===== config.mk =====
export PLATFORM = sky130hd
export DESIGN_NAME = ormu_cell
export DESIGN_NICKNAME = d
export VERILOG_FILES = /design/src/rtl/outlier_rejecting_median_unit_macros.svh /design/src/rtl/ormu_pkg.sv /design/src/rtl/ormu_cell.sv
export SDC_FILE = /design/constraint.sdc
export NUM_CORES = 1
export LEC_CHECK = 0
export ABC_CLOCK_PERIOD_IN_PS = 5900
export BUFFER_PORTS_ARGS = -buffer_cell sky130_fd_sc_hd__buf_4
export CAP_MARGIN = 10
export CORE_ASPECT_RATIO = 1.75
export CORE_MARGIN = 3
export CORE_UTILIZATION = 53
export DETAILED_ROUTE_END_ITERATION = 16
export HOLD_SLACK_MARGIN = 0.1
export PLACE_DENSITY = 0.83
export RECOVER_POWER = 25
export SYNTH_ARGS = -nofsm -noshare
export SYNTH_HDL_FRONTEND = slang
export SYNTH_SLANG_ARGS = --single-unit

===== constraint.sdc =====
create_clock -name clock -period 5.9 [get_ports clock]
set_input_delay 0.295 -clock clock [delete_from_list [all_inputs] [get_ports clock]]
set_output_delay 0.295 -clock clock [all_outputs]
set_load 0.02 [all_outputs]

===== src/rtl/outlier_rejecting_median_unit_macros.svh =====
// Assertion helpers for the RTL file that checks its own logic.
`ifndef OUTLIER_REJECTING_MEDIAN_UNIT_MACROS_SVH
`define OUTLIER_REJECTING_MEDIAN_UNIT_MACROS_SVH

// Same-cycle implication.
`define ORMU_ASSERT_IMPL(lbl, clk, rst, ante, cons) \
   lbl: assert property (@(posedge clk) disable iff (rst) (ante) |-> (cons)) \
      else $error("ormu: same-cycle check failed");

// Next-cycle implication.
`define ORMU_ASSERT_NEXT(lbl, clk, rst, ante, cons) \
   lbl: assert property (@(posedge clk) disable iff (rst) (ante) |=> (cons)) \
      else $error("ormu: next-cycle check failed");

`endif


===== src/rtl/ormu_pkg.sv =====
`default_nettype none
package ormu_pkg;
   localparam int SAMPLE_W = 24;
   localparam int MEDIAN_W = 25;
   localparam int KEPT_W   = 7;

   typedef logic [SAMPLE_W-1:0] sample_type;

   // Controls that every sorter cell sees in the same cycle.
   typedef struct packed {
      logic clear;
      logic shift;
   } cell_ctl_type;
endpackage
`default_nettype wire


===== src/rtl/ormu_cell.sv =====
`default_nettype none
module ormu_cell (
   input  wire                    clock,
   input  wire                    reset,
   input  ormu_pkg::cell_ctl_type ctl,
   input  wire                    in_valid,
   input  ormu_pkg::sample_type   in_data,
   input  wire                    right_valid,
   input  ormu_pkg::sample_type   right_data,
   output logic                   out_valid,
   output ormu_pkg::sample_type   out_data,
   output logic                   held_valid,
   output ormu_pkg::sample_type   held_data
);
   import ormu_pkg::*;

   logic       held_valid_ff;
   sample_type held_data_ff;
   logic       tok_valid_ff;
   sample_type tok_data_ff;

   // The cell keeps the smaller of its value and the arriving one and hands
   // the larger to its right neighbor in the next cycle; a shift takes the right neighbor's value.
   always_ff @(posedge clock) begin
      if (reset || ctl.clear) begin
         held_valid_ff <= 1'b0;
         tok_valid_ff  <= 1'b0;
      end else if (ctl.shift) begin
         held_valid_ff <= right_valid;
         held_data_ff  <= right_data;
         tok_valid_ff  <= 1'b0;
      end else begin
         tok_valid_ff <= in_valid && held_valid_ff;
         if (in_valid) begin
            if (!held_valid_ff) begin
               held_valid_ff <= 1'b1;
               held_data_ff  <= in_data;
            end else if (in_data < held_data_ff) begin
               held_data_ff <= in_data;
               tok_data_ff  <= held_data_ff;
            end else begin
               tok_data_ff  <= in_data;
            end
         end
      end
   end

   assign out_valid  = tok_valid_ff;
   assign out_data   = tok_data_ff;
   assign held_valid = held_valid_ff;
   assign held_data  = held_data_ff;
endmodule
`default_nettype wire


## Yosys cells after proc, flatten, opt, wreduce, memory -nomap -nowiden

Cells that the tools add are included.

- Flip-flop bits (word level): 50
- Output and inout bits: 50
- Word-level logic and storage cells: 21

- $lt $le $gt $ge: 1
- Eq/ne operators: 1
- Mux-type cells: 7
- Bitwise logic cells: 2
- Reduce and logical (&&, ||, !) cells: 6

Operators by type and width:

| cell | count |
|---|---|
| two-way mux 24 bit | 5 |
| < comparator 24 bit | 1 |
| AND reduction 4 bit | 1 |
| != test 3 x 2 -> 1 bit (second input constant) | 1 |
| AND reduction 3 bit | 1 |
| two-way mux 1 bit | 2 |
| NOT 1 bit | 2 |
| nonzero test 2 bit | 1 |
| OR reduction 2 bit | 1 |
| logical AND 1 bit | 1 |
| logical OR 1 bit | 1 |

## Longest topological paths before layout

Gate-level depths: netlist (run 1).

- Word-level depth: 5
- Mapped depth: 9
- Gate-level depth less buffers: 8

## Least setup slack after synthesis (run 1)

OpenSTA, ideal clock, no wires.

- Path kind: input -> register
- Start point: input port ctl[0] (netlist name)
- End point: register tok_data_ff[0], in the netlist out_data[0] (enable)
- Setup time: 0.474 ns
- Data arrival time: 3.260 ns
- Data required time: 5.426 ns
- Path slack: 2.166 ns
- Stages on the path: 3
- Cell sequence: clkbuf_1 > nand2b_1 > nor4b_1

- Cells in the longest elaborated chain, start to end: 2

Ends and longest elaborated chain:

| what | line | text |
|---|---|---|
| start, declared | ormu_cell.sv:5 | `input ormu_pkg::cell_ctl_type ctl,` |
| NOT 1 bit (no source line) | -- |  |
| AND reduction 4 bit (no source line) | -- |  |
| end signal, assigned | ormu_cell.sv:40 | `tok_data_ff <= held_data_ff;` |
| end signal, assigned | ormu_cell.sv:42 | `tok_data_ff <= in_data;` |
| end, declared | ormu_cell.sv:20 | `sample_type tok_data_ff;` |

No other way between the ends.
A chain may end at the register's enable or synchronous reset.

## Worst setup path after layout (run 1)

- Start point: register held_data_ff[11], in the netlist held_data[11]
- End point: register held_data_ff[12], in the netlist held_data[12] (enable)

- Cells in the longest elaborated chain, start to end: 3

Ends and longest elaborated chain:

| what | line | text |
|---|---|---|
| start, declared | ormu_cell.sv:18 | `sample_type held_data_ff;` |
| start signal, assigned | ormu_cell.sv:30 | `held_data_ff <= right_data;` |
| start signal, assigned | ormu_cell.sv:37 | `held_data_ff <= in_data;` |
| start signal, assigned | ormu_cell.sv:39 | `held_data_ff <= in_data;` |
| < comparator 24 bit | ormu_cell.sv:38 | `end else if (in_data < held_data_ff) begin` |
| != test 3 x 2 -> 1 bit (no source line) | -- |  |
| AND reduction 3 bit (no source line) | -- |  |

No other way between the ends.

==> results of run 1 <==
where the power goes:
part | total, mW | internal, mW | switching [mW]
sequential | 0.409 | 0.403 | 0.00617
combinational | 0.152 | 0.0856 | 0.0660
clock | 0.237 | 0.125 | 0.112
total | 0.798 | 0.614 | 0.185
state kept, by name (all words and copies together), names as in the netlist:
register,count
out_data,24
out_valid,1
held_data,24
held_valid,1
Yosys cell counts:
cell type,number
buf_6,2
nand4b_1,1
buf_1,2
a21oi_1,10
nor2_1,2
o21ai_0,3
a21o_1,4
nor4b_2,1
mux2_4,19
nor4b_1,2
nand2_1,6
inv_1,23
nor2b_1,1
o311a_1,1
nand4_1,3
dfxtp_1,2
edfxtp_1,48
nand2b_1,2
clkbuf_1,1
ha_1,23
o221a_2,1
a21oi_2,1
mux2_2,29
o21ai_1,2
a41oi_1,1
and3_1,1
per-layer routing:
| layer | up-vias | track usage, % |
|---|---|---|
| met5 | - | 0 |
| met4 | 0 | 7.35 |
| met3 | 10 | 3.19 |
| met2 | 66 | 37.8 |
| met1 | 903 | 20.8 |
| li1 | 926 | - |
cells by family (layout without fill, tap and decap cells):
logic type,after synthesis,count (layout),share of synthesized area (%)
AO/OA/AOI/OAI,23,23,5.21
buffers and inverters,28,135,4.35
flip-flops,50,50,53.7
AND/OR/NAND/NOR,19,19,4.17
adder cells (fa/ha/maj),23,23,10.4
multiplexers,48,48,22.2
cells in the final DEF (no fill, tap or decap), types with 2 or more instances in the layout:
cell type | netlist | final
a21o_1 | 4 | 4
o21ai_1 | 2 | 2
o21ai_0 | 3 | 3
nor2_1 | 2 | 2
nand4_1 | 3 | 3
nor4b_2 | 1 | 2
inv_1 | 23 | 23
mux2_2 | 29 | 29
dfxtp_1 | 2 | 2
a21oi_1 | 10 | 10
buf_4 | 0 | 92
mux2_4 | 19 | 19
clkbuf_1 | 1 | 12
nand2_1 | 6 | 6
edfxtp_1 | 48 | 48
ha_1 | 23 | 23
nand2b_1 | 2 | 2
clkinv_2 | 0 | 2
clkbuf_8 | 0 | 5
worst max-delay path, cell delays in order, from the launching register on:
cell and delay, ns:
edfxtp_1 0.43, inv_1 0.08, ha_1 0.25, a21oi_1 0.13
o21ai_1 0.11, a41oi_1 0.26, nor4b_2 0.12, a21oi_4 0.85
o221a_2 0.81
stage by stage:
step                power, mW  utilization (%)  instance area (um^2)  hold WS, ns
floorplan               0.511                -                  2760        0.372
global placement        0.567             71.5                  3590        0.485
detailed placement      0.572             71.5                  3590        0.490
CTS                     0.805             73.7                  3700        0.169
global route            0.833             72.8                  3650        0.172
finish                  0.798             72.8                  3650        0.177
layout make-up:
| class | count | area, um^2 | share of cell area [%] |
|---|---|---|---|
| Sequential cell | 50 | 1480 | 40.6 |
| Multi-Input combinational cell | 113 | 1170 | 32.1 |
| Timing Repair Buffer | 104 | 736 | 20.1 |
| Inverter | 23 | 86.3 | 2.36 |
| Clock buffer | 5 | 68.8 | 1.88 |
| Tap cell | 54 | 67.6 | 1.85 |
| Clock inverter | 3 | 40.0 | 1.10 |
how the worst min path moves through the flow:
stage | depth (start not counted) | end
after global routing | 2 | out_valid
after global placement | 2 | out_valid
after floorplan | 1 | out_valid
after CTS | 2 | out_valid
after detailed placement | 2 | out_valid
final | 2 | out_valid
==> impl_results.md, run 1 <==
- Final ANT Viol Nets: 0
- IO Port Bufs: 103
- P&R area growth vs syn: 32.3%
- Status: finished, violations left
- Top cell type by total area after synthesis: edfxtp_1
- Post-Route M1 WL: 2.00 mm
- Critical path class: register to register
- Routability cong.: 0.776
- Post-Synthesis Cell Area: 0.00276 mm^2
- Hpwl dp: 4.48 mm
- Critical Path Fanout Max: 25
- Global-route wire length before repair: 8.97 mm
- Post-Syn Area per Cell: 14.5 um^2
- Worst Setup SP: held_data[11]
- Pins Over Slew Limit: 29
- Distinct cells, synth: 26
- Synthesized Nets: 268
- Fmax: 0.294 GHz
- Post-route setup TNS: 0 ns
- Vias in the first global route: 1961
- Worst Path Required: 5.84 ns
- Worst setup EP type: register
- Avg WL per Cell: 16.6 um
- Top Layer Used: met4
- Setup violations, final: 0
- Routed wire length: 5.84 mm
- Reg2Reg Depth: 8
- Row cnt: 34
- R2R setup slack: 2.50 ns
- Min Tclk post-route: 3.40 ns
- Clock sinks: 50
- Top-Level Pins: 104
- H-tree depth: 2
- Drt first pass iters: 4
- Failing checks: max-capacitance violations, max-slew violations
- Core area: 0.00502 mm^2
- Worst slew pin tran: 1.52 ns
- Maximum root-to-sink buffer count: 2
- Reg-to-Reg End: held_data[12]
- Setup bufs post-CTS: 0
- Register area share after synthesis: 53.7%
- Vias per cell: 5.41
- DR iter-0 viols: 61
- Fill cell count: 376
- Gr ovfl total: 0
- Max Cap Viol: 1
- Initial antenna violation count: 0
- Clock Latency Late Sink: 0.30 ns
- Via count: 1905
- Reg2reg start: held_data[11]
- CP Data Arrival Time: 3.35 ns
- GRT Resource Usage Total: 19.8%
- Unrepaired setup endpoints after global routing: false
- Top post-synthesis cells by area: edfxtp_1 (52%), mux2_2 (12%), ha_1 (10%)
- Hold_sp: ctl[1]
- Mapped Cells: 191
- CTS Hold Bufs: 0
- Largest net degree at the start of global routing: 29
- Max transition margin: -1.54%
- Hold crit path type: input port to register
- Post-synth top area share: 52.2%
- FF+latch count, synth: 50
- Yosys warns: 0
- DP Worst Slack: 2.43 ns
- CTS clock-pin slew for the worst setup and hold paths: 0.09 ns
- Non-Filler Instances: 352
- Final period util: 57.7%
- Placed Cells: 344
- Worst setup path end: held_data[12]
- Clock root buffer: clkbuf_8
- Static Leak: 1.65 nW
- Die Height: 101 um
- Final Hold Fails: 0
- Post_cts resized: 0
- CP Launch Type: register
- # diodes: 0
- Initial Utilization: 55.0%
- Peak supply drop: 0.000143 V
- Full die area: 0.00614 mm^2
- Met2 wire len: 3.41 mm
- Pwr Density: 219 mW/mm^2
- Chip width: 60.6 um
- Layout cells sized above 1: 51.0%
- Clk_skew: 0.00701 ns
- TritonCTS clock tree: yes
- Fin nets: 374
- Worst setup margin: 2.50 ns
- TritonCTS buffer count: 5
- Met3 wire len: 309 um
- # DRC: 0
No activity file was read; power rests on OpenSTA's default activity.
==> run 2: changes to the inputs <==
--- a/config.mk
+++ b/config.mk
@@ -5,15 +5,15 @@
 export SDC_FILE = /design/constraint.sdc
 export NUM_CORES = 1
 export LEC_CHECK = 0
-export ABC_CLOCK_PERIOD_IN_PS = 5900
+export ABC_CLOCK_PERIOD_IN_PS = 3010
 export BUFFER_PORTS_ARGS = -buffer_cell sky130_fd_sc_hd__buf_4
 export CAP_MARGIN = 10
 export CORE_ASPECT_RATIO = 1.75
 export CORE_MARGIN = 3
-export CORE_UTILIZATION = 53
+export CORE_UTILIZATION = 45
 export DETAILED_ROUTE_END_ITERATION = 16
 export HOLD_SLACK_MARGIN = 0.1
-export PLACE_DENSITY = 0.83
+export PLACE_DENSITY = 0.75
 export RECOVER_POWER = 25
 export SYNTH_ARGS = -nofsm -noshare
 export SYNTH_HDL_FRONTEND = slang
==> constraint.sdc (replaced) <==
create_clock -name clock -period 3.01 [get_ports clock]
set_input_delay 0.1505 -clock clock [delete_from_list [all_inputs] [get_ports clock]]
set_output_delay 0.1505 -clock clock [all_outputs]
set_load 0.02 [all_outputs]
==> run 2 against run 1 <==
  * Via count grew 1.6%
  * Largest cell class unchanged
  * Die area grew 16%
  * Power grew 89%
  * The flow still finishes with violations (max-capacitance violations, max-slew violations)
==> impl_results.md, run 2 (synthesized netlist as in run 1, its figures left out) <==
- Global-route wire length before repair: 9.38 mm
- Initial Utilization: 46.6%
- Full die area: 0.00715 mm^2
- TritonCTS clock tree: yes
- Row cnt: 37
- Worst Setup SP: held_data[11]
- Worst Path Required: 3.06 ns
- Vias per cell: 5.05
- Worst setup EP type: register
- Setup violations, final: 0
- Top-Level Pins: 104
- Hold_sp: in_valid
- Failing checks: max-capacitance violations, max-slew violations
- Clk_skew: 0.00749 ns
- Final period util: 85.6%
- Static Leak: 1.67 nW
- Pwr Density: 404 mW/mm^2
- Routability cong.: 0.800
- Max transition margin: -3.55%
- Die Height: 110 um
- Clock root buffer: clkbuf_8
- Min Tclk post-route: 2.58 ns
- Max Cap Viol: 1
- Hold crit path type: input port to register
- Gr ovfl total: 0
- Unrepaired setup endpoints after global routing: false
- DP Worst Slack: 0.386 ns
- Setup bufs post-CTS: 0
- Layout Utilization: 62.9%
- Fill cell count: 515
- P_sw: 354 uW
- GRT Resource Usage Total: 17.4%
- Final ANT Viol Nets: 0
- Critical path class: register to register
- Reg2reg start: held_data[11]
- Fin Hold WS: 0.124 ns
- Largest net degree at the start of global routing: 29
- DR iter-0 viols: 56
- Worst slew pin tran: 1.55 ns
- Pins Over Slew Limit: 29
- Maximum root-to-sink buffer count: 2
- Worst setup margin: 0.432 ns
- H-tree depth: 2
- IO Port Bufs: 103
- Clock Latency Late Sink: 0.30 ns
- CP Launch Type: register
- Pint: 1.15 mW
- Clock sinks: 50
- PnR Total Power: 1.51 mW
- Initial antenna violation count: 0
- Status: finished, violations left
- P&R area growth vs syn: 35.0%
- Sequential share of power: 53.3%
- CP Data Arrival Time: 2.63 ns
- Chip width: 65.2 um
- Drt first pass iters: 4
- Commonest non-fill, non-tap cell in the layout: buf_4
- Vias in the first global route: 1986
- Hpwl dp: 4.74 mm
- Avg WL per Cell: 15.8 um
- Fin nets: 381
- # DRC: 0
- Post_cts resized: 0
- Peak supply drop: 0.000242 V
- Core area: 0.00593 mm^2
- Post-route setup TNS: 0 ns
- Critical Path Fanout Max: 10
- Sw frac: 23.5%
- Comb power frac: 20.5%
- Final Hold Fails: 0
- Via count: 1935
- Routed wire length: 6.06 mm
- CTS clock-pin slew for the worst setup and hold paths: 0.09 ns
- Layout cells sized above 1: 50.8%
- TritonCTS buffer count: 5
- Fmax: 0.388 GHz
- Most frequent cells in the layout: buf_4 (96), edfxtp_1 (48), mux2_2 (29), inv_1 (23), ha_1 (23)
- Clock power frac: 26.2%
- # diodes: 0
## run 2: cell count changes in the layout (fill, tap and decap cells not counted)
cell and change:
clkbuf_8 +1, nor4b_4 +1, dlygate4sd3_1 +2, clkbuf_1 +2, buf_4 +4, clkinv_2 -1, nor4b_2 -1, bufinv_16 -1
## run 2: critical path, stage by stage, from the launching register on
cell and delay (ns):
edfxtp_1 0.42, inv_1 0.08, ha_1 0.25, a21oi_1 0.14, o21ai_1 0.12, a41oi_1 0.26, nor4b_2 0.12, a21oi_4 0.38
buf_4 0.24, mux2_2 0.33
## run 2: path summary, 6_finish.rpt
kind / cells past startpoint / endpoint / slack [ns]
hold / removal: 2 / held_valid / 0.12
setup reg to reg: 9 / out_data[2] / 0.43
setup / recovery: 9 / out_data[2] / 0.43
hold reg to reg: 1 / held_valid / 0.55
## run 2: layout make-up
type / instances / area [um^2] / share of cell area, %
clock inverter: 1 / 5.00 / 0.134
inverter: 23 / 86.3 / 2.32
timing repair buffer: 111 / 790 / 21.2
clock buffer: 7 / 86.3 / 2.32
sequential: 50 / 1480 / 39.7
multi-input combinational: 113 / 1180 / 31.7
tap: 78 / 97.6 / 2.62
## run 2: stage by stage
step,cells,instance area [um^2]
finish,383,3730
global route,383,3730
CTS,383,3780
detailed placement,373,3660
global placement,373,3660
floorplan,191,2770
## run 2: timing repair
item                                    CTS  global route
hold endpoints to repair                  1             0
hold buffers                              2             0
endpoints found under the setup margin    0             0
## run 2: layer usage
metal | share of wire (%) | up-vias | GRT usage, %
li1 | - | 941 | -
met1 | 34 | 930 | 17.5
met2 | 61 | 58 | 35.4
met3 | 4.2 | 6 | 2.66
met4 | 1.3 | 0 | 5.34
met5 | 0 | - | 0
## run 2: power by group through the flow
stage	combinational, mW	clock (mW)	sequential [mW]
after floorplan	0.165	0	0.836
after global placement	0.303	0	0.818
after detailed placement	0.310	0	0.819
after CTS	0.314	0.406	0.803
after global routing	0.339	0.432	0.805
final	0.308	0.395	0.802
