`src/rtl/outlier_rejecting_median_unit_macros.svh`:
```
// Assertion helpers for the RTL file that checks its own logic.
`ifndef OUTLIER_REJECTING_MEDIAN_UNIT_MACROS_SVH
`define OUTLIER_REJECTING_MEDIAN_UNIT_MACROS_SVH

// Same-cycle implication.
`define ORMU_ASSERT_IMPL(lbl, clk, rst, ante, cons) \
   lbl: assert property (@(posedge clk) disable iff (rst) (ante) |-> (cons)) \
      else $error("ormu: same-cycle check failed");

// Next-cycle implication.
`define ORMU_ASSERT_NEXT(lbl, clk, rst, ante, cons) \
   lbl: assert property (@(posedge clk) disable iff (rst) (ante) |=> (cons)) \
      else $error("ormu: next-cycle check failed");

`endif

```
`src/rtl/ormu_mul.sv`:
```
`default_nettype none
module ormu_mul #(
   parameter int A_W = 80,
   parameter int B_W = 34
) (
   input  wire             clock,
   input  wire             reset,
   input  wire             start,
   input  wire [A_W-1:0]   a,
   input  wire [B_W-1:0]   b,
   output logic            done,
   output logic [A_W-1:0]  product
);
   logic           busy_ff;
   logic [A_W-1:0] a_ff;
   logic [B_W-1:0] b_ff;
   logic [A_W-1:0] acc_ff;

   // Shift-and-add: one multiplier bit per cycle, finishes when no bits remain.
   always_ff @(posedge clock) begin
      if (reset) begin
         busy_ff <= 1'b0;
      end else if (start) begin
         busy_ff <= 1'b1;
         a_ff    <= a;
         b_ff    <= b;
         acc_ff  <= '0;
      end else if (busy_ff) begin
         if (b_ff == '0) begin
            busy_ff <= 1'b0;
         end else begin
            if (b_ff[0]) begin
               acc_ff <= acc_ff + a_ff;
            end
            a_ff <= a_ff << 1;
            b_ff <= b_ff >> 1;
         end
      end
   end

   assign done    = busy_ff && (b_ff == '0);
   assign product = acc_ff;
endmodule
`default_nettype wire

```
`config.mk`:
```
export PLATFORM = sky130hd
export DESIGN_NAME = ormu_mul
export DESIGN_NICKNAME = d
export VERILOG_FILES = /design/src/rtl/outlier_rejecting_median_unit_macros.svh /design/src/rtl/ormu_mul.sv
export SDC_FILE = /design/constraint.sdc
export NUM_CORES = 1
export LEC_CHECK = 0
export BUFFER_PORTS_ARGS = -buffer_cell sky130_fd_sc_hd__buf_2
export CAP_MARGIN = 5
export CORE_UTILIZATION = 53
export CTS_CLUSTER_SIZE = 8
export DETAILED_ROUTE_END_ITERATION = 8
export PLACE_DENSITY = 0.84
export SLEW_MARGIN = 20
export SYNTH_ARGS = -nofsm -noshare
export SYNTH_HDL_FRONTEND = slang
export SYNTH_SLANG_ARGS = --single-unit
```
`constraint.sdc`:
```
create_clock -name clock -period 8.7 [get_ports clock]
set_input_delay 0.435 -clock clock [delete_from_list [all_inputs] [get_ports clock]]
set_output_delay 0.435 -clock clock [all_outputs]
set_load 0.03 [all_outputs]
```
# ---- After elaboration in Yosys (flattened, before gate mapping)
# Index checks and enable logic that the tools add are counted.
# Widths: inputs -> output; s select.
dict set report word_totals {
  reg_bits 195
  in_bits 117
  out_inout_bits 81
  word_cells 25
}
dict set report op_classes {
  addsub 1
  n_eq_ne 1
  muxes 12
  bitwise 1
  n_reduce_logical 6
}
# cell count
set op_table {}
lappend op_table {{$mux 80} 6}
lappend op_table {{$mux 34} 3}
lappend op_table {{$add 80x80->80} 1}
lappend op_table {{$logic_not 34->1} 1}
lappend op_table {{$reduce_and 4->1} 1}
lappend op_table {{$reduce_bool 2->1} 2}
lappend op_table {{$mux 1} 3}
lappend op_table {{$reduce_and 3->1} 1}
lappend op_table {{$ne 2x2->1 const B} 1}
lappend op_table {{$logic_and 1x1->1} 1}
lappend op_table {{$not 1->1} 1}

# ---- Depth between registers and ports, before layout
# Gate-level depths: netlist of run 1.
dict set report logic_depth {
  depth_word 4
  mapped_depth 12
  depth_no_buf 12
}

# ---- Worst setup path before layout of run 1
# OpenSTA, ideal clock, no wires.
dict set report synth_path {
  path_type {register to register}
  start {register b_ff[29]}
  end {register acc_ff[0], in the netlist product[0], enable pin}
  setup_ps 444
  t_arrival_ps 7737
  required_time_ps 8256
  path_slack_ps 518
  stages_incl_launch_ff 9
  period_less_slack_ps 8182
  cell_sequence {edfxtp_1 -> nor4_1 -> and4_1 -> nand4_1 -> nor4_1 -> inv_1 -> a21oi_1 -> nor2_1 -> o21a_1}
}
dict set report synth_via {
  elab_chain_cells 3
}
# element line_no
set synth_rtl {}
lappend synth_rtl {{start, declared} ormu_mul.sv:16} ;# logic [B_W-1:0] b_ff;
lappend synth_rtl {{start signal, assigned} ormu_mul.sv:36} ;# b_ff <= b_ff >> 1;
lappend synth_rtl {{$logic_not 34->1} ormu_mul.sv:29} ;# if (b_ff == '0) begin
lappend synth_rtl {{$ne 2x2->1 (no source line)} n/a}
lappend synth_rtl {{$reduce_and 4->1 (no source line)} n/a}
lappend synth_rtl {{end signal, assigned} ormu_mul.sv:33} ;# acc_ff <= acc_ff + a_ff;
lappend synth_rtl {{end, declared} ormu_mul.sv:17} ;# logic [A_W-1:0] acc_ff;
# Every way passes these cells.
# A chain may end at the register's enable or synchronous reset.

# ---- Final worst setup path of run 1
dict set report layout_path {
  start {register acc_ff[0], in the netlist product[0]}
  end {register acc_ff[66], in the netlist product[66] (data pin)}
}
dict set report layout_via {
  elab_chain_cells 4
}
# element line_no
set layout_rtl {}
lappend layout_rtl {{$add 80x80->80} ormu_mul.sv:33}
lappend layout_rtl {{$mux 80} ormu_mul.sv:32} ;# if (b_ff[0]) begin
lappend layout_rtl {{$mux 80} ormu_mul.sv:29}
lappend layout_rtl {{$mux 80} ormu_mul.sv:28} ;# end else if (busy_ff) begin
# Every way passes these cells. The select of a mux whose other input is x is not followed.

==> Implementation_results.wiki, run 1 <==
{| class="wikitable"
! Metric !! Value
|-
| Slowest stage cell, crit path || sky130_fd_sc_hd__fa_1
|-
| Initial core utilization || 0.542
|-
| Fraction of layout cells with a size suffix above 1 || 0.272
|-
| Vias per cell || 5.99
|-
| Layer with the highest usage after global routing || met2
|-
| Final critical delay including setup and external delays || 3700 ps
|-
| CTS H-tree lvls || 4
|-
| Floorplan die height || 157 um
|-
| Power density relative to cell area || 192 mW/mm^2
|-
| Tcrit/Tclk final || 0.425
|-
| Top cell type's share of synthesized area || 0.458
|-
| HP Class || in -> reg
|-
| Number of remaining DRC errors || 0
|-
| Final Max Tran Viols || 0
|-
| Global-route total usage across every layer || 0.262
|-
| Post-CTS repair timing setup buffer count || 0
|-
| Least-Margin Pin Slew || 985 ps
|-
| Sequential area share after synthesis || 0.459
|-
| Floorplan Core Area || 0.0235 mm^2
|-
| GR Util met2 || 0.436
|-
| Maximum clock frequency || 270 MHz
|-
| Cell taking the most area after synthesis || sky130_fd_sc_hd__edfxtp_1
|-
| Port bufs || 197
|-
| RePlAce Congestion || 0.935
|-
| Pin count of the biggest net entering global routing || 81
|-
| Overall die area || 0.0246 mm^2
|-
| Flip-flop and latch count after synthesis || 195
|-
| Worst slew margin || 0.344
|-
| Post-route antenna net violation count || 0
|-
| Clock Sink Count || 195
|-
| Cell Rows || 56
|-
| Worst-skew pair later-pin latency || 440 ps
|-
| Yosys warning count || 0
|-
| Met1 global-route usage || 0.346
|-
| Ys flop type || sky130_fd_sc_hd__edfxtp_1
|-
| Placed wire-length estimate || 23200 um
|-
| Post-DR wirelength/cell || 18.7 um
|-
| Wire length of the first global-routing pass || 50200 um
|-
| Count of maximum capacitance violations || 0
|-
| Synth Net Count || 1386
|-
| Outcome || finished clean
|-
| Signal arrival time at the worst endpoint || 3870 ps
|-
| Clk slew on worst S/H paths || 90 ps
|-
| Overflow left after global routing || 0
|-
| Static power due to leakage || 5.80 nW
|-
| Width of the chip || 157 um
|-
| Signed area change from the synthesized netlist to the final layout || 14.6%
|-
| Total wirelength of the detailed-routed design || 31400 um
|-
| Starting DRC count in detailed routing || 727
|-
| Final hold vios || 0
|-
| Final clock skew || 17.5 ps
|-
| Mean instance size in the synthesized netlist || 10.7 um^2
|-
| Crit path launch || product[0]
|-
| Dominant cells by area after synthesis || sky130_fd_sc_hd__edfxtp_1 46%, sky130_fd_sc_hd__mux2_2 10%, sky130_fd_sc_hd__ha_1 7.8%, sky130_fd_sc_hd__a21oi_1 4.1%, sky130_fd_sc_hd__nor2_1 3.8%
|-
| Count of hold buffers inserted by post-cts repair || 0
|-
| TNS Setup || 0 ps
|-
| GR Util met3 || 0.0421
|-
| Setup Viol. Count Final || 0
|-
| Total power draw || 2.80 mW
|-
| Number of vias in the routed layout || 10105
|-
| CP Max Fanout || 4
|-
| Cell-by-cell listing of the critical path || ha_1, fa_1, a211oi_1, o21ai_0, nand4_1, a311oi_1, o31ai_2, a21oi_2, nor4b_2, o211ai_1, xnor2_1, nor2_1
|-
| Async set or reset register ratio after synthesis || 0
|-
| CP delay by family, top || compound AO/OA/AOI/OAI gates
|-
| TritonCTS clock tree || yes
|-
| Number of nets in the layout || 1550
|-
| HP Start || reset
|-
| Maximum ir drop on the vdd rail || 0.000167 V
|-
| Maximum buffer depth of the clock tree || 2
|-
| Top-level port count || 198
|-
| RSZ-0062 raised after global routing || false
|-
| Worst stage delay on the critical path || 440 ps
|-
| Critical path class || reg -> reg
|-
| Initial antenna violation count || 1
|-
| Critical path launch point type || register
|-
| Count of buffer and inverter cells on the critical path || 0
|-
| Number of enable flip-flop cells after synthesis || 194
|-
| Clk root buf || sky130_fd_sc_hd__clkbuf_16
|-
| Worst EP required || 8870 ps
|-
| CP Capture Type || register
|-
| Cell count after synthesis || 1189
|-
| Number of search-and-repair iterations in the first detailed-routing pass || 5
|-
| Startpoint of the worst-slack reg-to-reg timing path || product[0]
|-
| Post-CTS resize count || 0
|-
| Number of buffers created by CTS || 17
|-
| Via count of the first global-routing pass || 9884
|-
| Post-synthesis instance area || 0.0127 mm^2
|-
| Post-synthesis cell type count || 62
|}
## per-stage QoR
stage	hold slack, ps	area [um^2]	instances	utilization	setup WS (ps)
3_3_place_gp	526	13900	1653	0.594	5210
6_report	218	14600	1686	0.621	5000
5_1_grt	200	14600	1686	0.621	4800
2_1_floorplan	465	12700	1189	-	518
4_1_cts	203	14600	1685	0.621	5090
3_5_place_dp	565	13900	1653	0.594	5120
## sequential cells by signal, summed over array words and instances, names as in the netlist
register  count
a_ff         80
b_ff         34
busy_ff       1
product      80
## power by group
| group | total, mW | internal (mW) | switching (mW) |
|---|---|---|---|
| registers | 1.18 | 1.14 | 0.0428 |
| clock network | 0.829 | 0.397 | 0.431 |
| logic | 0.793 | 0.306 | 0.487 |
| total | 2.80 | 1.84 | 0.961 |
## routing by layer
metal,up-vias,part of all wire,wire length [um]
met4,0,0.023,725
met1,4833,0.43,13600
met2,377,0.49,15300
li1,4845,-,-
met5,-,0,0
met3,50,0.056,1770
## cell usage in the layout (no fill, tap or decap), types with 4 or more instances in the layout
master                      synthesis  final
sky130_fd_sc_hd__nor2b_1           18     18
sky130_fd_sc_hd__xor2_1            28     28
sky130_fd_sc_hd__a21o_1            50     50
sky130_fd_sc_hd__nand2_1           54     54
sky130_fd_sc_hd__edfxtp_1         194    194
sky130_fd_sc_hd__mux2_2           117    117
sky130_fd_sc_hd__buf_4              0      4
sky130_fd_sc_hd__or3_1              5      5
sky130_fd_sc_hd__a311oi_1           5      5
sky130_fd_sc_hd__o21bai_1          17     17
sky130_fd_sc_hd__a211oi_1          11     11
sky130_fd_sc_hd__and2_1             7      7
sky130_fd_sc_hd__o21ai_1            8      8
sky130_fd_sc_hd__nor3_1            26     26
sky130_fd_sc_hd__nand2b_1           9      9
sky130_fd_sc_hd__inv_1             25     25
sky130_fd_sc_hd__nor2_1           128    127
sky130_fd_sc_hd__or2_2              4      4
sky130_fd_sc_hd__and4_1             7      7
sky130_fd_sc_hd__nand4_1           31     31
sky130_fd_sc_hd__nor4_1            12     12
sky130_fd_sc_hd__clkinv_8           0      7
sky130_fd_sc_hd__ha_1              79     79
sky130_fd_sc_hd__buf_2              2    196
sky130_fd_sc_hd__o21a_1            17     16
sky130_fd_sc_hd__clkbuf_16          0     17
sky130_fd_sc_hd__nand3_1           16     16
sky130_fd_sc_hd__and3_1             6      6
sky130_fd_sc_hd__o21ai_0           53     53
sky130_fd_sc_hd__o211ai_1           4      4
sky130_fd_sc_hd__xnor2_1           36     36
sky130_fd_sc_hd__a21oi_1          103    103
sky130_fd_sc_hd__a31oi_1           16     16
## worst paths after layout
kind	end	slack [ps]	cells after the start
setup reg to reg	product[66]	5000	12
hold reg to reg	b_ff[19]	580	1
setup / recovery	product[66]	5000	12
hold / removal	busy_ff	220	2
## cells by family after synthesis
group / share of synthesized area
and+or+nand+nor: 0.129
DFF: 0.459
adders and majority gates: 0.0793
muxes: 0.104
AOI/OAI and AO/OA: 0.160
xor gates and xnor gates: 0.0441
buffers and inverters: 0.0246
## synthesized netlist by cell type (all sizes together) (3+ instances only)
library cell	n
and3	6
nand2b	9
a31oi	17
mux2	118
a311oi	5
o21bai	17
inv	25
buf	6
nand4	31
a21o	50
and2	7
o21a	17
a21oi	105
nand2	55
ha	79
o31ai	5
o211ai	4
or2	4
nor2b	18
or3	5
a211oi	12
clkbuf	51
o221ai	3
o21ai	64
nand3	16
xor2	28
and4	7
nor2	128
nor4	12
edfxtp	194
xnor2	36
nor3	27
or4	3
## final cells by class
class                   instances  area, um^2
repair buffers                202        1030
multi-input cells             912        6580
flip-flops and latches        195        5850
inverters                      25        93.8
well taps                     319         399
diodes                          1        2.50
clock inverters                15         203
fillers                      1914        8890
clock buffers                  17         425
(Power assumes the default switching activity.)
==> inputs of run 2 (changes only) <==
CORE_UTILIZATION = 55   (was 53)
clock period = 3.5 ns   (was 8.7 ns; I/O delays follow)
==> run 2 against run 1 <==
  * Utilization increased by 3.3 points
  * Worst hold slack got worse by 210 ps
  * Largest power group unchanged
  * Worst setup slack got worse by 4900 ps
  * Combinational power increased to 2.6 times the previous value
  * Total power increased to 2.5 times the previous value
  * Sequential cell count unchanged
==> Implementation_results.wiki, run 2 (synthesis results as in run 1) <==
{| class="wikitable"
! Metric !! Value
|-
| Outcome || finished clean
|-
| Overall die area || 0.0237 mm^2
|-
| Wire length of the first global-routing pass || 50500 um
|-
| CP Capture Type || register
|-
| Pin count of the biggest net entering global routing || 149
|-
| Vias per cell || 6.10
|-
| Setup Viol. Count Final || 0
|-
| Static power due to leakage || 5.92 nW
|-
| CP Max Fanout || 3
|-
| Post-DR wirelength/cell || 18.8 um
|-
| Number of buffers created by CTS || 17
|-
| Final clock skew || 25.2 ps
|-
| RePlAce Congestion || 0.933
|-
| Signed area change from the synthesized netlist to the final layout || 16.4%
|-
| Maximum ir drop on the vdd rail || 0.000264 V
|-
| Number of vias in the routed layout || 10198
|-
| Fraction of layout cells with a size suffix above 1 || 0.292
|-
| HP Class || in -> reg
|-
| TritonCTS clock tree || yes
|-
| Worst slew margin || 0.415
|-
| Clk root buf || sky130_fd_sc_hd__clkbuf_16
|-
| Least-Margin Pin Slew || 878 ps
|-
| Overflow left after global routing || 0
|-
| Cell Rows || 55
|-
| Port bufs || 197
|-
| Count of maximum capacitance violations || 0
|-
| Tcrit/Tclk final || 0.977
|-
| Hold slack final || 8.38 ps
|-
| Number of search-and-repair iterations in the first detailed-routing pass || 5
|-
| Clk slew on worst S/H paths || 80 ps
|-
| Critical path class || reg -> reg
|-
| Signal arrival time at the worst endpoint || 3620 ps
|-
| Highest-count cells in the layout ignoring fill and taps || 196 x sky130_fd_sc_hd__buf_2, 194 x sky130_fd_sc_hd__edfxtp_1, 127 x sky130_fd_sc_hd__nor2_1
|-
| Final Max Tran Viols || 0
|-
| Power density relative to cell area || 475 mW/mm^2
|-
| Floorplan die height || 154 um
|-
| Number of remaining DRC errors || 0
|-
| Maximum buffer depth of the clock tree || 2
|-
| Worst EP required || 3710 ps
|-
| Global-route total usage across every layer || 0.268
|-
| Top-level port count || 198
|-
| Via count of the first global-routing pass || 9986
|-
| Initial antenna violation count || 1
|-
| Floorplan Core Area || 0.0226 mm^2
|-
| Setup slack after placement || 46.8 ps
|-
| Post-route antenna net violation count || 0
|-
| Commonest non-fill, non-tap cell in the layout || sky130_fd_sc_hd__buf_2
|-
| Critical path launch point type || register
|-
| CTS H-tree lvls || 4
|-
| Setup ws final || 81.2 ps
|-
| Total power draw || 7.03 mW
|-
| Placed wire-length estimate || 23300 um
|-
| Initial core utilization || 0.562
|-
| Width of the chip || 154 um
|-
| Final hold vios || 0
|-
| Number of nets in the layout || 1571
|-
| RSZ-0062 raised after global routing || true
|-
| Final critical delay including setup and external delays || 3420 ps
|-
| Total wirelength of the detailed-routed design || 31400 um
|-
| TNS Setup || 0 ps
|-
| Worst-skew pair later-pin latency || 460 ps
|-
| Maximum clock frequency || 293 MHz
|-
| Clock Sink Count || 195
|-
| Starting DRC count in detailed routing || 703
|}
-- run 2: cell types whose count changed in the layout (fill, tap and decap cells not counted), sizes merged --
cell / change
clkinv: -1
clkinvlp: -1
inv: +2
dlygate4sd3: +2
buf: +19
-- run 2: metrics by stage --
| stage | cell area, um^2 | util | instances |
|---|---|---|---|
| 2_1_floorplan | 12700 | - | 1189 |
| 3_3_place_gp | 14100 | 0.621 | 1636 |
| 3_5_place_dp | 14100 | 0.621 | 1636 |
| 4_1_cts | 14700 | 0.649 | 1670 |
| 5_1_grt | 14800 | 0.654 | 1673 |
| 6_report | 14800 | 0.654 | 1673 |
-- run 2: worst paths after layout --
check	start	end	slack, ps	depth (start not counted)
max	product[1]	product[73]	80	13
min reg2reg	busy_ff	busy_ff	560	2
max reg2reg	product[1]	product[73]	80	13
min	a[0]	a_ff[0]	8	2
-- run 2: power by group --
group	total (mW)	internal, mW	switching [mW]
sequential	2.93	2.82	0.105
combinational	2.04	0.808	1.23
clock	2.06	0.991	1.07
total	7.03	4.62	2.41
-- run 2: what timing repair did --
action | CTS | global route
endpoints found under the setup margin | 0 | 23
hold endpoints to repair | 2 | 0
hold buffers | 2 | 0
buffers inserted | 0 | 2
resized for setup | 0 | 22
-- run 2: area by class of cell --
type	instances	area (um^2)
flip-flops and latches	195	5850
clock inverters	15	195
fillers	1771	7840
multi-input cells	912	6670
inverters	25	93.8
clock buffers	17	425
diodes	1	2.50
well taps	285	357
repair buffers	223	1220
-- run 2: layer usage --
| metal | vias up | track usage | wire length (um) | share of wire |
|---|---|---|---|---|
| met1 | 4892 | 0.340 | 13300 | 0.42 |
| met5 | - | 0 | 0 | 0 |
| met2 | 355 | 0.452 | 15300 | 0.49 |
| met4 | 0 | 0.115 | 976 | 0.031 |
| met3 | 64 | 0.0445 | 1860 | 0.059 |
| li1 | 4887 | - | - | - |
-- run 2: critical path: stages (launching register included) --
cell and delay [ps]:
sky130_fd_sc_hd__edfxtp_1 460, sky130_fd_sc_hd__ha_1 320, sky130_fd_sc_hd__a21oi_1 70, sky130_fd_sc_hd__nand4b_1 240
sky130_fd_sc_hd__a311oi_2 320, sky130_fd_sc_hd__o21ai_0 180, sky130_fd_sc_hd__a21oi_2 190, sky130_fd_sc_hd__and4_1 280
sky130_fd_sc_hd__nor2_1 80, sky130_fd_sc_hd__buf_4 150, sky130_fd_sc_hd__o41ai_2 270, sky130_fd_sc_hd__buf_4 200
sky130_fd_sc_hd__a31oi_1 110, sky130_fd_sc_hd__mux2_2 290
